$ cat config.mk
export PLATFORM = sky130hd
export DESIGN_NAME = ipv4_fragment_header_generator
export DESIGN_NICKNAME = d
export VERILOG_FILES = /design/src/hw/rtl/ifhg_pkg.sv /design/src/hw/rtl/ifhg_front.sv /design/src/hw/rtl/ifhg_queue.sv /design/src/hw/rtl/ifhg_back.sv /design/src/hw/rtl/ipv4_fragment_header_generator.sv
export VERILOG_INCLUDE_DIRS = /design/src /design/src/hw/rtl
export SDC_FILE = /design/constraint.sdc
export NUM_CORES = 1
export LEC_CHECK = 0
export BUFFER_PORTS_ARGS = -buffer_cell sky130_fd_sc_hd__buf_2
export CORE_MARGIN = 2
export CORE_UTILIZATION = 55
export DETAILED_ROUTE_END_ITERATION = 12
export PLACE_DENSITY = 0.75
export REMOVE_ABC_BUFFERS = 1
export SKIP_LAST_GASP = 1
export SLEW_MARGIN = 10
export SYNTH_ARGS = -nofsm -noshare
export SYNTH_HDL_FRONTEND = slang
export SYNTH_SLANG_ARGS = --single-unit
$ cat constraint.sdc
create_clock -name clock -period 25.6 [get_ports clock]
set_clock_uncertainty 0.1 [all_clocks]
set_input_delay 5.12 -clock clock [delete_from_list [all_inputs] [get_ports clock]]
set_output_delay 5.12 -clock clock [all_outputs]
set_load 0.05 [all_outputs]
$ cat src/hw/rtl/ipv4_fragment_header_generator_macros.svh
// ----------------------------------------------------------------------------
// IPv4 fragment header generator assertion macros
// Concurrent assertion wrappers, empty in synthesis.
// ----------------------------------------------------------------------------
`ifndef IPV4_FRAGMENT_HEADER_GENERATOR_MACROS_SVH
`define IPV4_FRAGMENT_HEADER_GENERATOR_MACROS_SVH

`ifndef SYNTHESIS
`define IFHG_ASSERT(lbl, clk, rst, prop, msg) \
   lbl: assert property (@(posedge clk) disable iff (rst) prop) else $error(msg);
`define IFHG_ASSERT_STEP(lbl, clk, rst, ante, cons, msg) \
   lbl: assert property (@(posedge clk) disable iff (rst) (ante) |=> (cons)) else $error(msg);
`else
`define IFHG_ASSERT(lbl, clk, rst, prop, msg)
`define IFHG_ASSERT_STEP(lbl, clk, rst, ante, cons, msg)
`endif

`endif

$ cat src/hw/rtl/ifhg_pkg.sv
// ----------------------------------------------------------------------------
// IPv4 fragment header generator package
// Shared constants and the command word passed from front to back end.
// ----------------------------------------------------------------------------
package ifhg_pkg;

   localparam logic [15:0] MAX_PAYLOAD = 16'd65515;
   localparam logic [13:0] HDR_BYTES   = 14'd20;
   localparam logic [13:0] MTU_MIN     = 14'd1044;
   localparam logic [13:0] MTU_MAX     = 14'd9216;
   localparam logic [13:0] MTU_RESET   = 14'd1500;
   localparam logic [7:0]  VER_IHL     = 8'd69;
   localparam logic [7:0]  TTL_VAL     = 8'd64;
   localparam logic [15:0] ID_RESET    = 16'd1;
   localparam int          QUEUE_DEPTH = 2;

   localparam int          CSR_INDEX_W = 2;
   localparam int          CSR_DATA_W  = 32;
   localparam logic [CSR_INDEX_W-1:0] CSR_LINK_MTU    = 2'd0;
   localparam logic [CSR_INDEX_W-1:0] CSR_SOURCE_ADDR = 2'd1;

   // base: sum of the header words that stay fixed over a datagram
   typedef struct packed {
      logic [15:0] len;
      logic [13:0] frag;
      logic [15:0] id;
      logic [18:0] base;
   } cmd_type;

endpackage

$ cat src/hw/rtl/ifhg_front.sv
// ----------------------------------------------------------------------------
// IPv4 fragment header generator front end
// Accepts requests, checks length, assigns identifier, builds command word.
// ----------------------------------------------------------------------------
module ifhg_front (
   input  logic                  clock,
   input  logic                  reset,
   input  logic                  req_valid,
   output logic                  req_ready,
   input  logic [15:0]           req_payload_length,
   input  logic [7:0]            req_upper_protocol,
   input  logic [31:0]           req_dest_address,
   input  logic [13:0]           link_mtu,
   input  logic [31:0]           source_address,
   input  logic                  q_full,
   output logic                  q_push,
   output ifhg_pkg::cmd_type     q_cmd
);
   import ifhg_pkg::*;

   logic [15:0] id_ff, id_in;
   logic [13:0] mtu_c, frag_raw;
   logic        accept, len_ok;

   assign req_ready = !q_full;
   assign accept    = req_valid && req_ready;
   assign len_ok    = req_payload_length <= MAX_PAYLOAD;
   assign q_push    = accept && len_ok && (req_payload_length != 16'd0);

   always_comb begin
      if (link_mtu < MTU_MIN) begin
         mtu_c = MTU_MIN;
      end else if (link_mtu > MTU_MAX) begin
         mtu_c = MTU_MAX;
      end else begin
         mtu_c = link_mtu;
      end
      frag_raw = mtu_c - HDR_BYTES;
   end

   always_comb begin
      q_cmd.len  = req_payload_length;
      q_cmd.frag = {frag_raw[13:3], 3'b000};
      q_cmd.id   = id_ff;
      q_cmd.base = 19'({VER_IHL, 8'h00}) + 19'({TTL_VAL, req_upper_protocol})
                 + 19'(source_address[31:16]) + 19'(source_address[15:0])
                 + 19'(req_dest_address[31:16]) + 19'(req_dest_address[15:0])
                 + 19'(id_ff);
      id_in = (accept && len_ok) ? id_ff + 16'd1 : id_ff;
   end

   always_ff @(posedge clock) begin
      if (reset) begin
         id_ff <= ID_RESET;
      end else begin
         id_ff <= id_in;
      end
   end

endmodule

$ cat src/hw/rtl/ifhg_queue.sv
// ----------------------------------------------------------------------------
// IPv4 fragment header generator command queue
// Small register FIFO decoupling front and back end.
// ----------------------------------------------------------------------------
module ifhg_queue #(
   parameter int DEPTH = ifhg_pkg::QUEUE_DEPTH
) (
   input  logic                  clock,
   input  logic                  reset,
   input  logic                  push,
   input  ifhg_pkg::cmd_type     push_data,
   output logic                  full,
   input  logic                  pop,
   output logic                  not_empty,
   output ifhg_pkg::cmd_type     pop_data
);
   import ifhg_pkg::*;

   localparam int PW = (DEPTH > 1) ? $clog2(DEPTH) : 1;
   localparam int CW = $clog2(DEPTH + 1);
   localparam logic [PW-1:0] LAST_IDX = PW'(DEPTH - 1);
   localparam logic [CW-1:0] FULL_CNT = CW'(DEPTH);

   cmd_type       entry_ff [DEPTH];
   logic [PW-1:0] wr_ff, wr_in, rd_ff, rd_in;
   logic [CW-1:0] cnt_ff, cnt_in;
   logic          do_push, do_pop;

   assign full      = cnt_ff == FULL_CNT;
   assign not_empty = cnt_ff != '0;
   assign do_push   = push && !full;
   assign do_pop    = pop && not_empty;
   assign pop_data  = entry_ff[rd_ff];

   always_comb begin
      wr_in  = wr_ff;
      rd_in  = rd_ff;
      cnt_in = cnt_ff;
      if (do_push) begin
         wr_in = (wr_ff == LAST_IDX) ? '0 : wr_ff + 1'b1;
      end
      if (do_pop) begin
         rd_in = (rd_ff == LAST_IDX) ? '0 : rd_ff + 1'b1;
      end
      if (do_push && !do_pop) begin
         cnt_in = cnt_ff + 1'b1;
      end else if (do_pop && !do_push) begin
         cnt_in = cnt_ff - 1'b1;
      end
   end

   always_ff @(posedge clock) begin
      if (do_push) begin
         entry_ff[wr_ff] <= push_data;
      end
      if (reset) begin
         wr_ff  <= '0;
         rd_ff  <= '0;
         cnt_ff <= '0;
      end else begin
         wr_ff  <= wr_in;
         rd_ff  <= rd_in;
         cnt_ff <= cnt_in;
      end
   end

endmodule

$ cat src/hw/rtl/ifhg_back.sv
// ----------------------------------------------------------------------------
// IPv4 fragment header generator back end
// Walks one datagram into an output register, one fragment header per cycle while not stalled.
// ----------------------------------------------------------------------------
`include "ipv4_fragment_header_generator_macros.svh"

module ifhg_back (
   input  logic                  clock,
   input  logic                  reset,
   input  logic                  q_valid,
   input  ifhg_pkg::cmd_type     q_cmd,
   output logic                  q_pop,
   output logic                  rsp_valid,
   input  logic                  rsp_ready,
   output logic [13:0]           rsp_total_length,
   output logic [15:0]           rsp_identification,
   output logic [15:0]           rsp_flags_offset,
   output logic [15:0]           rsp_header_checksum,
   output logic [15:0]           rsp_payload_start,
   output logic [13:0]           rsp_payload_bytes,
   output logic                  rsp_last_fragment
);
   import ifhg_pkg::*;

   typedef enum logic {S_IDLE, S_EMIT} state_type;

   state_type   state_ff, state_in;
   cmd_type     cmd_ff, cmd_in;
   logic [15:0] pos_ff, pos_in;
   logic        valid_ff, valid_in;
   logic [13:0] tot_ff, tot_in, bytes_ff, bytes_in;
   logic [15:0] id_ff, id_in, fo_ff, fo_in, csum_ff, csum_in, start_ff, start_in;
   logic        last_ff, last_in;

   logic [16:0] pos_end;
   logic        last, out_free, emit;
   logic [13:0] bytes, tot;
   logic [15:0] fo, fold2;
   logic [19:0] sum;
   logic [16:0] fold1;

   assign out_free = !valid_ff || rsp_ready;
   assign emit     = (state_ff == S_EMIT) && out_free;
   assign q_pop    = (state_ff == S_IDLE) && q_valid;

   always_comb begin
      pos_end = {1'b0, pos_ff} + 17'(cmd_ff.frag);
      last    = pos_end >= {1'b0, cmd_ff.len};
      bytes   = last ? 14'(cmd_ff.len - pos_ff) : cmd_ff.frag;
      tot     = bytes + HDR_BYTES;
      fo      = {2'b00, !last, pos_ff[15:3]};
      sum     = 20'(cmd_ff.base) + 20'(tot) + 20'(fo);
      fold1   = 17'(sum[15:0]) + 17'(sum[19:16]);
      fold2   = fold1[15:0] + 16'(fold1[16]);
   end

   always_comb begin
      state_in = state_ff;
      cmd_in   = cmd_ff;
      pos_in   = pos_ff;
      valid_in = valid_ff && !rsp_ready;
      tot_in   = tot_ff;
      id_in    = id_ff;
      fo_in    = fo_ff;
      csum_in  = csum_ff;
      start_in = start_ff;
      bytes_in = bytes_ff;
      last_in  = last_ff;
      case (state_ff)
         S_IDLE: begin
            if (q_valid) begin
               cmd_in   = q_cmd;
               pos_in   = '0;
               state_in = S_EMIT;
            end
         end
         S_EMIT: begin
            if (emit) begin
               valid_in = 1'b1;
               tot_in   = tot;
               id_in    = cmd_ff.id;
               fo_in    = fo;
               csum_in  = ~fold2;
               start_in = pos_ff;
               bytes_in = bytes;
               last_in  = last;
               pos_in   = pos_end[15:0];
               if (last) begin
                  state_in = S_IDLE;
               end
            end
         end
         default: begin
            state_in = S_IDLE;
         end
      endcase
   end

   always_ff @(posedge clock) begin
      cmd_ff   <= cmd_in;
      pos_ff   <= pos_in;
      tot_ff   <= tot_in;
      id_ff    <= id_in;
      fo_ff    <= fo_in;
      csum_ff  <= csum_in;
      start_ff <= start_in;
      bytes_ff <= bytes_in;
      last_ff  <= last_in;
      if (reset) begin
         state_ff <= S_IDLE;
         valid_ff <= 1'b0;
      end else begin
         state_ff <= state_in;
         valid_ff <= valid_in;
      end
   end

   assign rsp_valid           = valid_ff;
   assign rsp_total_length    = tot_ff;
   assign rsp_identification  = id_ff;
   assign rsp_flags_offset    = fo_ff;
   assign rsp_header_checksum = csum_ff;
   assign rsp_payload_start   = start_ff;
   assign rsp_payload_bytes   = bytes_ff;
   assign rsp_last_fragment   = last_ff;

   `IFHG_ASSERT(a_len_sum, clock, reset, valid_ff |-> (tot_ff == bytes_ff + HDR_BYTES), "total length mismatch")
   `IFHG_ASSERT(a_mf_last, clock, reset, valid_ff |-> (fo_ff[13] != last_ff), "MF flag disagrees with last")
   `IFHG_ASSERT(a_pos_in_range, clock, reset, (state_ff == S_EMIT) |-> (pos_ff < cmd_ff.len), "fragment start past end")
   `IFHG_ASSERT_STEP(a_pos_step, clock, reset, emit && !last, (state_ff == S_EMIT) && (pos_ff == $past(pos_end[15:0])), "fragment position did not advance")

endmodule

$ cat src/hw/rtl/ipv4_fragment_header_generator.sv
// ----------------------------------------------------------------------------
// IPv4 fragment header generator
// Emits one IPv4 header description per fragment of a requested datagram.
// ----------------------------------------------------------------------------
// Request channel (req_*): payload length, protocol and destination of one
// datagram. Result channel (rsp_*): one word per fragment header, in order,
// the final one flagged by rsp_last_fragment. Config channel (csr_*): index 0
// link MTU, index 1 source address; always ready, write only while idle.
// A request is classified on acceptance: oversized ones are dropped without
// consuming an identifier, empty ones consume one but emit nothing. The rest
// enter a short command queue.
// The back end loads a command from the queue while idle, then emits one header
// per cycle while the output register is free; a datagram has 1 to 64 fragments.
// A request reaches the output through the queue, command and output registers.
// When rsp_ready is low the output register holds; the back end stalls and
// the front keeps accepting until the queue fills.
// Reset: identifier 1, MTU 1500, source address 0, queue and outputs empty.
// ----------------------------------------------------------------------------
module ipv4_fragment_header_generator #(
   parameter int QUEUE_DEPTH = ifhg_pkg::QUEUE_DEPTH
) (
   input  logic                             clock,
   input  logic                             reset,
   input  logic                             req_valid,
   output logic                             req_ready,
   input  logic [15:0]                      req_payload_length,
   input  logic [7:0]                       req_upper_protocol,
   input  logic [31:0]                      req_dest_address,
   output logic                             rsp_valid,
   input  logic                             rsp_ready,
   output logic [13:0]                      rsp_total_length,
   output logic [15:0]                      rsp_identification,
   output logic [15:0]                      rsp_flags_offset,
   output logic [15:0]                      rsp_header_checksum,
   output logic [15:0]                      rsp_payload_start,
   output logic [13:0]                      rsp_payload_bytes,
   output logic                             rsp_last_fragment,
   input  logic                             csr_valid,
   output logic                             csr_ready,
   input  logic [ifhg_pkg::CSR_INDEX_W-1:0] csr_index,
   input  logic [ifhg_pkg::CSR_DATA_W-1:0]  csr_data
);
   import ifhg_pkg::*;

   logic [13:0] link_mtu_ff, link_mtu_in;
   logic [31:0] source_address_ff, source_address_in;
   logic        q_full, q_push, q_pop, q_valid;
   cmd_type     push_cmd, pop_cmd;

   assign csr_ready = 1'b1;

   always_comb begin
      link_mtu_in       = link_mtu_ff;
      source_address_in = source_address_ff;
      if (csr_valid) begin
         case (csr_index)
            CSR_LINK_MTU:    link_mtu_in       = csr_data[13:0];
            CSR_SOURCE_ADDR: source_address_in = csr_data[31:0];
            default: begin
            end
         endcase
      end
   end

   always_ff @(posedge clock) begin
      if (reset) begin
         link_mtu_ff       <= MTU_RESET;
         source_address_ff <= '0;
      end else begin
         link_mtu_ff       <= link_mtu_in;
         source_address_ff <= source_address_in;
      end
   end

   ifhg_front u_front (
      .clock              (clock),
      .reset              (reset),
      .req_valid          (req_valid),
      .req_ready          (req_ready),
      .req_payload_length (req_payload_length),
      .req_upper_protocol (req_upper_protocol),
      .req_dest_address   (req_dest_address),
      .link_mtu           (link_mtu_ff),
      .source_address     (source_address_ff),
      .q_full             (q_full),
      .q_push             (q_push),
      .q_cmd              (push_cmd)
   );

   ifhg_queue #(
      .DEPTH (QUEUE_DEPTH)
   ) u_queue (
      .clock     (clock),
      .reset     (reset),
      .push      (q_push),
      .push_data (push_cmd),
      .full      (q_full),
      .pop       (q_pop),
      .not_empty (q_valid),
      .pop_data  (pop_cmd)
   );

   ifhg_back u_back (
      .clock               (clock),
      .reset               (reset),
      .q_valid             (q_valid),
      .q_cmd               (pop_cmd),
      .q_pop               (q_pop),
      .rsp_valid           (rsp_valid),
      .rsp_ready           (rsp_ready),
      .rsp_total_length    (rsp_total_length),
      .rsp_identification  (rsp_identification),
      .rsp_flags_offset    (rsp_flags_offset),
      .rsp_header_checksum (rsp_header_checksum),
      .rsp_payload_start   (rsp_payload_start),
      .rsp_payload_bytes   (rsp_payload_bytes),
      .rsp_last_fragment   (rsp_last_fragment)
   );

endmodule

Word level (Yosys, flattened, before mapping)
Memory sizes are Yosys's and may differ from the RTL's. A register that Yosys moved wholly into a read port is not among the register bits.
Index checks and enable logic that the tools add are counted.
Operators by class
  equal/unequal tests: 4
  bitwise logic cells: 2
  reduce and logical (&&, ||, !) cells: 26
  order comparisons: 4
  multiplexer cells: 18
  add/sub/neg operators: 19
Operator list (number)
  adder 19 x 16 -> 19 bit: 5
  2-to-1 mux 14 bit: 3
  2-to-1 mux 16 bit: 2
  case mux 16 bit (2 select lines): 1
  adder 19 x 14 -> 20 bit: 1
  adder 20 x 14 -> 20 bit: 1
  adder 16 x 14 -> 17 bit: 1
  adder 16 x 4 -> 17 bit: 1
  greater-or-equal comparator 17 x 16 -> 1 bit: 1
  adder 15 x 15 -> 16 bit, first input constant: 1
  adder 16 x 1 -> 16 bit: 1
  adder 16 x 1 -> 16 bit, second input constant: 1
  less-or-equal comparator 16 bit, second input constant: 1
  inverter 16 bit: 1
  nonzero test 16 bit: 1
  adder 14 x 5 -> 14 bit, second input constant: 1
  greater-than comparator 14 bit, second input constant: 1
  less-than comparator 14 x 11 -> 1 bit, second input constant: 1
  subtractor 14 bit: 1
  subtractor 14 x 5 -> 14 bit, second input constant: 1
  logical AND 1 bit: 10
  AND reduction 2 bit: 5
  2-to-1 mux 1 bit: 9
  logical NOT 1 bit: 6
  other kinds (13): 16
Storage, ports and cells
  output and inout bits: 96
  register bits: 189
  RAM bits: 124
  bits of input ports: 95
  memories: 1
  logic and storage cells: 91
Memories
  u_queue.entry_ff: depth 2, bits a word 62, rd ports 1, clocked after memory_dff 1, write ports 1, RTL line ifhg_queue.sv:24  | cmd_type entry_ff [DEPTH];

Depth between registers and ports, before layout
Gate-level depths: netlist of the first run.
  word-level depth: 10
  depth in mapped cells: 55
  gate-level depth less buffers: 54

Hierarchy
Synthesis of the first run repeated with hierarchy kept, for this count alone.
Unflattened totals
  cell total of the unflattened synthesis: 1637
  area, all modules: 19748.9 um^2
By module, submodules not included
  ifhg_back: times used 1, seq. area each 4754.6 um^2, area an instance 9150.0 um^2, cells each 757
  ifhg_queue: times used 1, seq. area each 4003.8 um^2, area an instance 4903.5 um^2, cells each 227
  ifhg_front: times used 1, seq. area each 320.3 um^2, area an instance 3691.0 um^2, cells each 455
  ipv4_fragment_header_generator: times used 1, seq. area each 920.9 um^2, area an instance 2004.4 um^2, cells each 198

Worst setup path after synthesis of the first run
Ideal clock, no wire load.
  path type: register to register
  from: register u_back.pos_ff[3]
  to: register u_back.csum_ff[14], in the netlist u_back.rsp_header_checksum[14], data pin
  arrival time: 10704 ps
  cell stages (with the launch flop): 53
  path buffers: 2
  slack: 14534 ps
  data required time: 25239 ps
  clock period less this slack: 11066 ps
  library setup time: 261 ps
  cell sequence: edfxtp_1 > ha_1 > fa_1 > a21o_1 > a21oi_1 > o21bai_1 > a21oi_1 > o21bai_1 > a211oi_1 > o21bai_1 > xor2_1 > ha_1 > nand3_1 > a21oi_1 > o21ai_0 > a32oi_1 > nor2_2 > buf_6 > (+17 left out) > inv_1 > fa_1 > nor2b_1 > o21ai_0 > a211o_1 > nor4_1 > nand3_1 > nor3_1 > nand2b_1 > nor3_1 > ha_1 > ha_1 > and3_1 > nand2_1 > nor4_1 > o2111ai_1 > a21oi_1 > xnor2_1
Between the ends
  elaborated cells on any way between the ends: 11
  those cells by class: add/sub: 7; order compare: 1; mux: 1; bitwise: 1; reduce/logical: 1
RTL lines
  start: declaration: RTL line ifhg_back.sv:29  | logic [15:0] pos_ff, pos_in;
  start signal: assignment: RTL line ifhg_back.sv:101  | pos_ff <= pos_in;
  adder 16 x 14 -> 17 bit: RTL line ifhg_back.sv:47  | pos_end = {1'b0, pos_ff} + 17'(cmd_ff.frag);
  net u_back.pos_end[13]: RTL line ifhg_back.sv:35  | logic [16:0] pos_end;
  greater-or-equal comparator 17 x 16 -> 1 bit: RTL line ifhg_back.sv:48  | last = pos_end >= {1'b0, cmd_ff.len};
  logical NOT 1 bit: RTL line ifhg_back.sv:51  | fo = {2'b00, !last, pos_ff[15:3]};
  net u_back.fo[13]: RTL line ifhg_back.sv:38  | logic [15:0] fo, fold2;
  adder 20 x 14 -> 20 bit: RTL line ifhg_back.sv:52  | sum = 20'(cmd_ff.base) + 20'(tot) + 20'(fo);
  adder 16 x 4 -> 17 bit: RTL line ifhg_back.sv:53  | fold1 = 17'(sum[15:0]) + 17'(sum[19:16]);
  adder 16 x 1 -> 16 bit: RTL line ifhg_back.sv:54  | fold2 = fold1[15:0] + 16'(fold1[16]);
  inverter 16 bit: RTL line ifhg_back.sv:83  | csum_in = ~fold2;
  end signal: assignment: RTL line ifhg_back.sv:105  | csum_ff <= csum_in;
  end: declaration: RTL line ifhg_back.sv:32  | logic [15:0] id_ff, id_in, fo_ff, fo_in, csum_ff, csum_in, start_ff, start_in;
The timed path passes the listed nets, and every way through them passes these cells.
A chain may end at the register's enable or synchronous reset.

Worst setup path after layout of the first run
  from: register u_back.pos_ff[3]
  to: register u_back.csum_ff[14], in the netlist u_back.rsp_header_checksum[14], data pin
Between the ends
  longest elaborated chain between the ends: 9
  elaborated cells on any way between the ends: 11
  those cells by class: add/sub: 7; order compare: 1; mux: 1; bitwise: 1; reduce/logical: 1
Ends and longest elaborated chain
  adder 16 x 14 -> 17 bit: RTL line ifhg_back.sv:47
  net u_back.pos_end[13]: RTL line ifhg_back.sv:35
  greater-or-equal comparator 17 x 16 -> 1 bit: RTL line ifhg_back.sv:48
  net u_back.last: RTL line ifhg_back.sv:36  | logic last, out_free, emit;
  2-to-1 mux 14 bit: RTL line ifhg_back.sv:49  | bytes = last ? 14'(cmd_ff.len - pos_ff) : cmd_ff.frag;
  adder 14 x 5 -> 14 bit: RTL line ifhg_back.sv:50  | tot = bytes + HDR_BYTES;
  net u_back.tot[2]: RTL line ifhg_back.sv:37  | logic [13:0] bytes, tot;
  adder 19 x 14 -> 20 bit: RTL line ifhg_back.sv:52
  adder 20 x 14 -> 20 bit: RTL line ifhg_back.sv:52
  adder 16 x 4 -> 17 bit: RTL line ifhg_back.sv:53
  adder 16 x 1 -> 16 bit: RTL line ifhg_back.sv:54
  inverter 16 bit: RTL line ifhg_back.sv:83
The timed path passes the listed nets, and every way through them passes these cells.

==> results of run 1 <==
-- state kept, by name (all words and copies together), names as in the netlist --
name	cells
u_back.rsp_identification	16
u_back.rsp_total_length	12
u_back.rsp_flags_offset	2
u_queue.entry_ff	124
u_queue.cnt_ff	2
u_back.rsp_last_fragment	1
u_front.id_ff	16
u_back.state_ff	1
u_queue.rd_ff	1
u_back.pos_ff	13
u_back.rsp_header_checksum	16
source_address_ff	32
u_back.rsp_payload_bytes	14
link_mtu_ff	14
u_back.rsp_valid	1
u_back.cmd_ff	62
u_queue.wr_ff	1
u_back.rsp_payload_start	12
-- metal layers --
layer	track usage (%)	share of wire [%]	up-vias
li1	-	-	5389
met1	29.3	45	5342
met2	36.5	47	351
met3	3.59	5.8	53
met4	5.89	2.2	0
met5	0	0	-
-- cell families after synthesis --
kind of cell | after synthesis | share of synthesized area, %
simple gates | 341 | 9.46
flops | 340 | 54.1
compound gates | 222 | 8.05
buf+inv | 191 | 4.56
fa+ha+maj | 155 | 14.1
xor+xnor | 103 | 5.12
mux | 73 | 4.59
other cells | 2 | 0.0426
-- synth_stat cells, drive strengths merged (3+ instances only) --
master,number
o21bai,4
nor4,9
a31oi,9
o21ai,37
nor2b,9
xor2,44
clkbuf,31
o211ai,5
nor4b,3
mux2,63
fa,73
nand3b,12
nor3,22
dfxtp,68
and2,21
a211oi,13
inv,136
o31a,4
or2,7
a21oi,85
a21boi,3
mux2i,10
buf,23
xnor2,59
a21o,15
nand2,125
nand2b,12
o21a,10
or3,3
and3,19
nand4,8
nand3,19
or3b,3
a211o,6
a41oi,3
ha,82
edfxtp,272
nor2,62
o2111ai,3
-- cell type report --
cell class              count  area (µm²)  share of cell area [%]
multi-input cells         900        7320                    36.6
repair buffers            192         981                    4.91
well taps                 402         503                    2.52
clock inverters            22         226                    1.13
flip-flops and latches    340        9530                    47.7
clock buffers              42         902                    4.52
inverters                 137         514                    2.57
-- worst max path at each step --
| stage | end | slack, ns | cells after the start |
|---|---|---|---|
| 2_1_floorplan | u_back.rsp_header_checksum[14] | 14.29 | 53 |
| 3_3_place_gp | u_back.rsp_header_checksum[14] | 13.44 | 53 |
| 3_5_place_dp | u_back.rsp_header_checksum[14] | 13.08 | 53 |
| 4_1_cts | u_back.rsp_header_checksum[14] | 12.98 | 53 |
| 5_1_grt | u_back.rsp_header_checksum[14] | 11.85 | 53 |
| 6_report | u_back.rsp_header_checksum[14] | 12.83 | 53 |
-- critical path, delay by kind of cell (launching register included) --
family	cells	cell delay (ns)
compound gates	21	4.54
buf+inv	5	0.71
flops	1	0.47
fa+ha+maj	10	3.07
simple gates	14	3.25
xor+xnor	3	0.39
-- stage by stage --
step	std cells	utilization, %	area (µm²)	setup slack, ns
after global routing	2035	63.3	20000	11.85
after CTS	2035	63.3	20000	12.98
after detailed placement	1971	59.7	18900	13.08
after global placement	1971	59.7	18900	13.44
final	2035	63.3	20000	12.83
after floorplan	1377	-	17400	14.29
==> flow_metrics.env, run 1 <==
export IMPL_yosys_top_cells_area="edfxtp_1 (46%), fa_1 (8.3%), dfxtp_1 (7.7%)"
export IMPL_ant_nets=0
export IMPL_routed_wirelength_um=36100
export IMPL_cts_root_buf="clkbuf_16"
export IMPL_syn_cell_area_um2=17600
export IMPL_slew_headroom_pct=24.3
export IMPL_holdCritStartpoint="u_back.cmd_ff[28]"
export IMPL_antennaDiodeCount=0
export IMPL_fp_dieH_um=183
export IMPL_grt_usage_pct=21.6
export IMPL_final_common_cell="edfxtp_1"
export IMPL_first_global_vias=10900
export IMPL_endpoint_kind="register"
export IMPL_cts_resized_gates=0
export IMPL_synth_top_cell_by_area="edfxtp_1"
export IMPL_synth_cells=1427
export IMPL_startpoint="u_back.pos_ff[3]"
export IMPL_path_clk_slew_ns=0.06
export IMPL_status="finished clean"
export IMPL_rows=65
export IMPL_cpPeakStageDelay_ns=0.60
export IMPL_synthFlopType="edfxtp_1"
export IMPL_async_reset_ff_share_pct=0
export IMPL_min_period_ns=12.77
export IMPL_worst_path_max_fanout=20
export IMPL_hold_depth=0
export IMPL_r2r_start="u_back.pos_ff[3]"
export IMPL_grt_pass1_wl_um=56900
export IMPL_synth_seq_cells=340
export IMPL_hold_path_class="register to register"
export IMPL_critPathLaunchType="register"
export IMPL_core_area_um2=31600
export IMPL_vias_per_cell=5.47
export IMPL_numCtsBuffers=35
export IMPL_tns_ns=0
export IMPL_gr_total_overflow=0
export IMPL_seq_area_frac_synth_pct=54.1
export IMPL_port_buffers=184
export IMPL_synth_warnings=0
export IMPL_hold_end="u_back.rsp_identification[9]"
export IMPL_gp_congestion=0.896
export IMPL_syn2layout_area_growth_pct=13.3
export IMPL_tightestPinTransition_ns=1.13
export IMPL_post_route_period_util_pct=49.9
export IMPL_r2r_end="u_back.rsp_header_checksum[14]"
export IMPL_worst_skew_pair_late_latency_ns=0.53
export IMPL_whs_ns=0.319
export IMPL_setup_viol=0
export IMPL_r2r_cells=53
export IMPL_cts_setup_buffers=0
export IMPL_cts_sinks=340
export IMPL_critical_path_required_ns=25.76
export IMPL_io_pins=191
export IMPL_setup_worst_path_class="register to register"
export IMPL_synth_edf_count=272
export IMPL_drtPass1Iterations=5
export IMPL_die_area_um2=33500
export IMPL_avgRoutedWirePerCell_um=17.7
export IMPL_post_route_drc_count=0
export IMPL_final_cell_mix="edfxtp_1 (272), buf_2 (184), inv_1 (134), nand2_1 (125), a21oi_1 (85)"
export IMPL_clockBufferDepth=3
export IMPL_cts_tree="done"
export IMPL_max_freq_mhz=78.3
export IMPL_drv_slew=0
export IMPL_grt_start_max_net_pins=69
export IMPL_antenna_found_initial=0
export IMPL_hpwl_um=26700
export IMPL_num_vias=11100
export IMPL_drv_cap=0
export IMPL_crit_slowest_cell="nor4_1"
export IMPL_n_fill_cell=2446
export IMPL_hold_violations=0
export IMPL_drtIter0Drc=848
export IMPL_h_tree_depth=2
export IMPL_r2r_setup_slack_ns=12.83
export IMPL_worstPathArrival_ns=12.93
export IMPL_synth_top_area_share_pct=46.3
export IMPL_initial_core_util_pct=55.9
export IMPL_hold_buffers=0
export IMPL_drive_above_1_share_pct=19.9
export IMPL_nets=1856
export IMPL_rsz0062_at_grt="no"
export IMPL_syn_area_per_cell_um2=12.4
export IMPL_yosysUniqueCellTypes=70
export IMPL_crit_top_cell="ha_1"
export IMPL_die_x_um=183
Power of run 1 is not shown: default switching activity piles up to over one toggle a cycle in this logic, so the estimate is an artifact.
==> run 2, diff against run 1 <==
- CORE_UTILIZATION: 55 -> 54
- PLACE_DENSITY: 0.75 -> 0.77
- clock period: 25.6 -> 10.6 ns (I/O delays scaled with it)
==> flow_metrics.env, run 2 (synthesis results as in run 1) <==
export IMPL_status="finished clean"
export IMPL_antenna_found_initial=0
export IMPL_cts_sinks=340
export IMPL_slew_headroom_pct=6.61
export IMPL_initial_core_util_pct=54.5
export IMPL_port_buffers=184
export IMPL_critical_path_required_ns=10.75
export IMPL_numCtsBuffers=35
export IMPL_cpPeakStageDelay_ns=0.49
export IMPL_max_freq_mhz=99.0
export IMPL_setup_viol=0
export IMPL_nets=1937
export IMPL_reg_top3="u_queue.entry_ff: 124 flops, u_back.cmd_ff: 62 flops, source_address_ff: 32 flops"
export IMPL_regMostFlops="u_queue.entry_ff"
export IMPL_wl_met3_um=2140
export IMPL_worst_path_max_fanout=4
export IMPL_syn2layout_area_growth_pct=18.0
export IMPL_core_area_um2=32400
export IMPL_final_cell_mix="edfxtp_1 (272), buf_2 (184), inv_1 (133), nand2_1 (125), buf_4 (89)"
export IMPL_grt_usage_pct=22.0
export IMPL_drtPass1Iterations=5
export IMPL_routed_wirelength_um=37100
export IMPL_die_area_um2=34100
export IMPL_drt_met1_wl_um=16400
export IMPL_pre_cts_slack_ns=-0.377
export IMPL_avgRoutedWirePerCell_um=17.2
export IMPL_clockBufferDepth=3
export IMPL_drive_above_1_share_pct=25.2
export IMPL_min_period_ns=10.11
export IMPL_dr_max_layer_used="met4"
export IMPL_endpoint_kind="register"
export IMPL_crit_family="compound AO/OA/AOI/OAI gates"
export IMPL_grt_start_max_net_pins=69
export IMPL_final_common_cell="edfxtp_1"
export IMPL_drv_cap=0
export IMPL_largest_reg_flops=124
export IMPL_grt_pass1_wl_um=58400
export IMPL_crit_slowest_cell="fa_1"
export IMPL_setup_slack_ns=0.495
export IMPL_drv_slew=0
export IMPL_path_buf_inv=7
export IMPL_path_clk_slew_ns=0.06
export IMPL_h_tree_depth=2
export IMPL_fp_dieH_um=185
export IMPL_ant_nets=0
export IMPL_first_global_vias=11300
export IMPL_critPathLaunchType="register"
export IMPL_gp_congestion=0.886
export IMPL_rows=66
export IMPL_regArea_um2=9530
export IMPL_worstPathArrival_ns=10.26
export IMPL_cts_root_buf="clkbuf_16"
export IMPL_post_route_drc_count=0
export IMPL_crit_top_cell="buf_4"
export IMPL_num_vias=11500
export IMPL_io_pins=191
export IMPL_drtIter0Drc=693
export IMPL_hold_path_class="register to register"
export IMPL_hold_violations=0
export IMPL_met2WireLength_um=17700
export IMPL_gr_total_overflow=0
export IMPL_whs_ns=0.317
export IMPL_vias_per_cell=5.33
export IMPL_multiInputGateArea_um2=7450
export IMPL_tns_ns=0
export IMPL_post_route_period_util_pct=95.3
export IMPL_tightestPinTransition_ns=1.40
export IMPL_antennaDiodeCount=0
export IMPL_die_x_um=185
export IMPL_n_fill_cell=2458
export IMPL_worst_skew_pair_late_latency_ns=0.52
export IMPL_setup_worst_path_class="register to register"
export IMPL_hold_buffers=0
export IMPL_cts_tree="done"
export IMPL_hpwl_um=27400
[run 2: changes by cell type in the layout (fill, tap and decap cells not counted), moves of 4 or more]
cell     change
a21oi_1      -4
a21oi_2      +4
buf_4       +81
ha_1         -4
ha_2         +4
o21ai_0      -5
[run 2: what timing repair did]
item	CTS	global route
buffers inserted	1	10
pin swaps	2	19
endpoints found under the setup margin	8	14
gates resized for setup	9	25
cloned	0	0
[run 2: final cells by class]
type	instances	share of cell area, %
Timing Repair Buffer	273	7.64
Clock buffer	46	4.56
Inverter	137	2.47
Multi-Input combinational cell	900	35.8
Tap cell	442	2.66
Sequential cell	340	45.9
Clock inverter	18	0.987
[run 2: worst paths after layout]
kind / startpoint / end / cells after the start / slack, ns
worst min-delay path: u_back.cmd_ff[34] / u_back.rsp_identification[15] / 0 / 0.32
worst min register to register: u_back.cmd_ff[34] / u_back.rsp_identification[15] / 0 / 0.32
worst max register to register: u_back.cmd_ff[39] / u_back.rsp_header_checksum[14] / 48 / 0.49
worst max-delay path: u_back.cmd_ff[39] / u_back.rsp_header_checksum[14] / 48 / 0.49
[run 2: metal layers]
metal	track usage, %	vias up
met3	4.01	66
met5	0	-
met2	36.6	359
met4	6.48	0
met1	29.5	5501
li1	-	5557
[run 2: per-stage QoR]
step | utilization (%) | cell area (µm²) | instances
4_1_cts | 63.7 | 20600 | 2146
6_report | 64.2 | 20800 | 2156
5_1_grt | 64.2 | 20800 | 2156
2_1_floorplan | - | 17400 | 1377
3_5_place_dp | 60.0 | 19400 | 2081
3_3_place_gp | 60.0 | 19400 | 2081
Power of run 2 is left out for the same reason.
